<file path="src/hdl/tss_pkg.sv">
// Shared types and constants for the triangle scanline span pipeline.
// Used by tss_div and triangle_scanline_span.
package tss_pkg;
	localparam int COORD_BITS_DEF = 12;
	localparam int OUT_BITS = 12;
endpackage

</file>
<file path="src/hdl/tss_div.sv">
// Pipelined signed divider, restoring, one quotient bit per stage.
// Quotient truncates toward zero. Zero divisor gives zero. Uses tss_pkg.
module tss_div #(
	parameter int NW = 25,
	parameter int DW = 13,
	parameter int TW = 12
) (
	input  logic                 clk,
	input  logic                 en,
	input  logic signed [NW-1:0] num,
	input  logic signed [DW-1:0] den,
	input  logic [TW-1:0]        tag_in,
	output logic signed [NW-1:0] quo,
	output logic [TW-1:0]        tag_out
);
	import tss_pkg::*;
	localparam int M = NW;
	logic [M-1:0]  n_q [1:M-1];
	logic [DW-1:0] r_q [1:M-1];
	logic [M-1:0]  q_q [1:M];
	logic [DW-1:0] d_q [1:M];
	logic          neg_q [1:M];
	logic [TW-1:0] t_q [1:M];
	logic [M-1:0]  n_in;
	logic [DW-1:0] d_in;
	logic          neg_in;

	// magnitudes and result sign
	always_comb begin
		n_in = num[NW-1] ? M'(-num) : M'(num);
		d_in = den[DW-1] ? DW'(-den) : DW'(den);
		neg_in = num[NW-1] ^ den[DW-1];
	end

	for (genvar i = 0; i < M; i++) begin : g_st
		logic [M-1:0]  n_cur;
		logic [DW-1:0] r_cur;
		logic [M-1:0]  q_cur;
		logic [DW-1:0] d_cur;
		logic          neg_cur;
		logic [TW-1:0] t_cur;
		logic [DW:0]   shl;
		logic [DW:0]   trial;

		if (i == 0) begin : g_in
			assign n_cur = n_in;
			assign r_cur = '0;
			assign q_cur = '0;
			assign d_cur = d_in;
			assign neg_cur = neg_in;
			assign t_cur = tag_in;
		end else begin : g_mid
			assign n_cur = n_q[i];
			assign r_cur = r_q[i];
			assign q_cur = q_q[i];
			assign d_cur = d_q[i];
			assign neg_cur = neg_q[i];
			assign t_cur = t_q[i];
		end

		always_comb begin
			shl = {r_cur, n_cur[M-1-i]};
			trial = shl - {1'b0, d_cur};
		end

		always_ff @(posedge clk) begin
			if (en) begin
				d_q[i+1] <= d_cur;
				neg_q[i+1] <= neg_cur;
				t_q[i+1] <= t_cur;
				if (!trial[DW]) begin
					q_q[i+1] <= q_cur | (M'(1) << (M-1-i));
				end else begin
					q_q[i+1] <= q_cur;
				end
			end
		end

		// dividend and remainder are not needed past the last stage
		if (i < M - 1) begin : g_carry
			always_ff @(posedge clk) begin
				if (en) begin
					n_q[i+1] <= n_cur;
					if (!trial[DW]) begin
						r_q[i+1] <= trial[DW-1:0];
					end else begin
						r_q[i+1] <= shl[DW-1:0];
					end
				end
			end
		end
	end

	assign quo = (d_q[M] == '0) ? '0 : (neg_q[M] ? -$signed(q_q[M]) : $signed(q_q[M]));
	assign tag_out = t_q[M];
endmodule

</file>
<file path="config.mk">
export PLATFORM = sky130hd
export DESIGN_NAME = tss_div
export DESIGN_NICKNAME = d
export VERILOG_FILES = /design/src/hdl/tss_pkg.sv /design/src/hdl/tss_div.sv
export SDC_FILE = /design/constraint.sdc
export NUM_CORES = 2
export LEC_CHECK = 0
export ABC_CLOCK_PERIOD_IN_PS = 3800
export BUFFER_PORTS_ARGS = -buffer_cell sky130_fd_sc_hd__buf_4
export CELL_PAD_IN_SITES_DETAIL_PLACEMENT = 1
export CELL_PAD_IN_SITES_GLOBAL_PLACEMENT = 2
export CORE_MARGIN = 2
export CORE_UTILIZATION = 29
export CTS_CLUSTER_DIAMETER = 120
export CTS_CLUSTER_SIZE = 30
export DETAILED_ROUTE_END_ITERATION = 7
export PLACE_DENSITY_LB_ADDON = 0.1
export RECOVER_POWER = 100
export SLEW_MARGIN = 20
export SYNTH_ARGS = -nofsm -noshare
export SYNTH_HDL_FRONTEND = slang
export SYNTH_SLANG_ARGS = --single-unit
export TNS_END_PERCENT = 10
</file>
<file path="constraint.sdc">
create_clock -name clk -period 3.8 [get_ports clk]
set_input_delay 0.19 -clock clk [delete_from_list [all_inputs] [get_ports clk]]
set_output_delay 0.19 -clock clk [all_outputs]
set_load 0.01 [all_outputs]
</file>
---- Word-level counts from Yosys, hierarchy flattened ----
Memory sizes are Yosys's and may differ from the RTL's.
Cells that the tools add are included.
cells by class
  add/sub/neg operators ................... 28
  multiplexer cells ....................... 205
  bitwise logic cells ..................... 50
  reduce and logical (&&, ||, !) cells .... 1
operators by type and width
  cell                          number
  two-way mux 25 bit            28
  subtractor 14 x 13 -> 14 bit  24
  two-way mux 13 bit            25
  two-way mux 1 bit             152
  negator 25 bit                2
  bitwise OR 1 bit              49
  subtractor 1 x 13 -> 14 bit   1
  logical NOT 13 bit            1
  negator 13 bit                1
  XOR 1 bit                     1
word-level totals
  flip-flop bits (word level) ............. 0
  bits in writable memories ............... 2187
  input port bits ......................... 52
  output and inout port bits .............. 37
  word-level logic and storage cells ...... 290
  memories ................................ 6
memories
  name   depth  width  rd ports  clocked after Yosys merged registers in  wr ports  RTL line       source
  q_q    25     25     25        0                                        25        tss_div.sv:20  logic [M-1:0] q_q [1:M];
  n_q    24     25     24        0                                        24        tss_div.sv:18  logic [M-1:0] n_q [1:M-1];
  d_q    25     13     25        0                                        25        tss_div.sv:21  logic [DW-1:0] d_q [1:M];
  r_q    24     13     24        0                                        24        tss_div.sv:19  logic [DW-1:0] r_q [1:M-1];
  t_q    25     12     25        0                                        25        tss_div.sv:23  logic [TW-1:0] t_q [1:M];
  neg_q  25     1      25        0                                        25        tss_div.sv:22  logic neg_q [1:M];

---- Longest topological paths before layout ----
  depth in word-level cells ............... 7
  gate-level depth with buffers ........... 15
  gate-level depth less buffers ........... 15

---- Least setup slack after synthesis ----
OpenSTA, ideal clock, no wires.
  path kind ............................... input to register
  from .................................... input port num[6]
  to ...................................... register, netlist name r_q[0][13]
  setup time .............................. 260 ps
  arrival ................................. 3557 ps
  required time ........................... 3540 ps
  setup slack ............................. -17 ps
  cell stages on the path ................. 12
  path buffers ............................ 1
  path through ............................ or3_1 or4_1 or3_1 nand2b_1 nand4bb_1 ha_1 nor4b_4 or4b_4 or3_1 and2_1 buf_6 mux2i_1
RTL lines
  item                RTL line       source
  start: declaration  tss_div.sv:10  input logic signed [NW-1:0] num,

==> results.py <==
metrics = {
    "status": {
        "status": "complete, but fails checks",
        "violations": "max-capacitance violations, max-slew violations",
    },
    "yosys": {
        "avgSynthCellArea_um2": 15.1,
        "synth_top_area_cell": "edfxtp_1",
        "syn_inst": 4508,
        "synth_top_area_frac": 0.699,
        "synth-seq-cells": 1587,
        "synth.distinct_cells": 75,
        "syn_area_um2": 68100,
        "synthFlopType": "edfxtp_1",
        "syn_nets": 4899,
        "netlist_top_cells_area": "edfxtp_1 70%, ha_1 5.8%, inv_1 2.3%",
        "synth_warnings": 0,
        "synthArstFlopShare": 0,
        "synth_edf_count": 1587,
        "synth_seq_area_share": 0.699,
    },
    "floorplan": {
        "io_pins": 89,
        "die_area_um2": 239000,
        "die_height_um": 489,
        "design.core.area_um2": 233000,
        "initial_core_util": 0.292,
        "rows": 177,
        "die_w_um": 489,
    },
    "timing": {
        "relSlewSlack": -0.323,
        "layout_setup_ws_ns": 0.186,
        "hold_violations": 0,
        "tightest_slew_ns": 1.98,
        "setup_viol": 0,
        "fin_crit_ns": 3.61,
        "holdWs_ns": 0.151,
        "finalSetupTns_ns": 0,
        "rsz0062_at_grt": "no",
        "post-route-period-util": 0.951,
        "max_freq_mhz": 277,
        "maxSlewViolCount": 815,
        "finClkSkew_ns": 0.0413,
    },
    "global_routing": {
        "grt_pass1_wl_um": 208000,
        "overflow": 0,
        "grt_max_degree": 175,
        "track_usage": 0.109,
        "first_global_vias": 36200,
        "antenna_found_initial": 5,
    },
    "route": {
        "viasPerCell": 4.41,
        "drtIter0Drc": 1614,
        "antenna_left": 0,
        "dr.pass1.iters": 5,
        "vias": 34900,
        "drt_wl_total_um": 131000,
        "detail_route.wl_per_cell_um": 16.6,
        "drc": 0,
    },
    "cells_and_area": {
        "instances_no_fill": 7903,
        "final_cell_mix": "1587 x edfxtp_1, 424 x inv_1, 315 x ha_1",
        "drive_above_1_share": 0.0841,
        "design_area_um2": 75600,
        "multiInputGateArea_um2": 18600,
        "nets": 5134,
        "syn_to_final_growth_pct": 11.0,
        "final_common_cell": "edfxtp_1",
        "seq_area_um2": 47700,
        "final_util": 0.324,
        "fillCellCount": 24100,
    },
    "clocking": {
        "cts_made_buffers": 66,
        "cts_tree": "built",
        "clk_latency_ns": 0.74,
        "cts-root-buf": "clkbuf_16",
        "cts_buffer_depth": 3,
        "cts_num_sinks": 1587,
        "clk_pin_slew_ns": 0.11,
        "htreeDepth": 3,
    },
    "run": {
        "drv_cap": 9,
    },
    "placed_design": {
        "io_buffers": 88,
        "dp_slack_ns": -0.573,
        "dp.cells": 7745,
        "place_area_um2": 73300,
        "dp_hpwl_um": 92600,
        "globalplace.congestion": 0.727,
    },
    "critical_path": {
        "startpoint_type": "input pin",
        "r2r_slack_ns": 0.26,
        "crit_arrival_ns": 4.19,
        "critPathRequiredTime_ns": 4.38,
        "critical_path_class": "in2reg",
        "worstPathMaxFanout": 6,
        "cp-end-kind": "flop",
    },
    "pwr": {
        "p_leak_nw": 27.7,
        "power_density_nw_per_um2": 669,
        "peakVddDrop_uv": 331,
        "p_total_mw": 50.6,
    },
    "hold_path": {
        "hold_path.class": "in2reg",
    },
}
[state kept, by name, indices dropped and copies added (netlist names)]
name and flops:
t_q 300, r_q 312, neg_q 25, d_q 325
n_q 300, q_q 325
[final timing paths]
check,startpoint,end,cells after the start
setup / recovery,num[8],r_q[0][17],13
hold / removal,num[5],n_q[0][33],4
setup reg to reg,d_q[2][27],r_q[2][49],10
hold reg to reg,n_q[0][183],n_q[1][8],0
[report_power, final]
group          total (mW)  switching (mW)  leakage (nW)  internal, mW
registers            24.5            1.44          15.5          23.1
logic                17.0            9.12          11.2          7.89
clock network        9.04            5.46         0.978          3.58
total                50.6            16.0          27.7          34.5
[worst max-delay path, stage by stage]
cell and delay (ns):
dlygate4sd3_1 0.54, clkbuf_4 0.14, or4_1 0.54, or3_4 0.42, nand2b_1 0.18, nand4bb_2 0.29
ha_2 0.25, nor4b_4 0.30, or4b_4 0.50, or3_1 0.33, and2_2 0.26, buf_4 0.16
nor2_1 0.09
[synthesized netlist by cell type (all sizes together), types with 12 or more instances]
cell type	number
edfxtp	1587
inv	427
ha	316
a21oi	224
nor2	208
o21ai	200
mux2	197
xnor2	160
nand2	142
o21a	102
xor2	92
clkbuf	74
a21o	71
nor2b	62
mux2i	50
nor3	48
nand3	47
o31ai	39
a21boi	35
nand2b	34
or3	31
a31oi	30
a211oi	23
fa	23
a211o	21
o31a	21
or4	16
and3	14
o21bai	14
or2	13
and2	12
o211ai	12
o21ba	12
o22ai	12
[timing repair]
item / 4_1_cts / 5_1_grt
pin swaps: 0 / 0
endpoints found under the hold margin: 72 / 0
setup buffers: 0 / 0
resized for setup: 1 / 3
setup endpoints to repair: 1 / 8
hold buffers: 62 / 0
[metal layers]
layer / track usage / vias to the layer above / part of all wire
met5: 0 / - / 0
met4: 0.0264 / 0 / 0.017
met3: 0.0131 / 99 / 0.024
met2: 0.175 / 244 / 0.46
met1: 0.156 / 17300 / 0.50
li1: - / 17200 / -
[cell families (layout without fill, tap and decap cells)]
kind of cell | Yosys count | count (layout) | synth area share
other cells | 0 | 2 | 0
simple gates | 677 | 677 | 0.0494
buf+inv | 510 | 771 | 0.0283
xor+xnor | 252 | 252 | 0.0324
flops | 1587 | 1587 | 0.699
compound gates | 896 | 896 | 0.0858
mux | 247 | 247 | 0.0399
fa+ha+maj | 339 | 339 | 0.0648
[area by class of cell]
type	instances	area share
sequential	1587	0.630
multi-input combinational	2411	0.246
tap	3132	0.0518
timing repair buffer	250	0.0246
clock buffer	69	0.0226
inverter	427	0.0212
clock inverter	25	0.00404
antenna	2	0.0000662
Power figures use the tool's default switching activity.
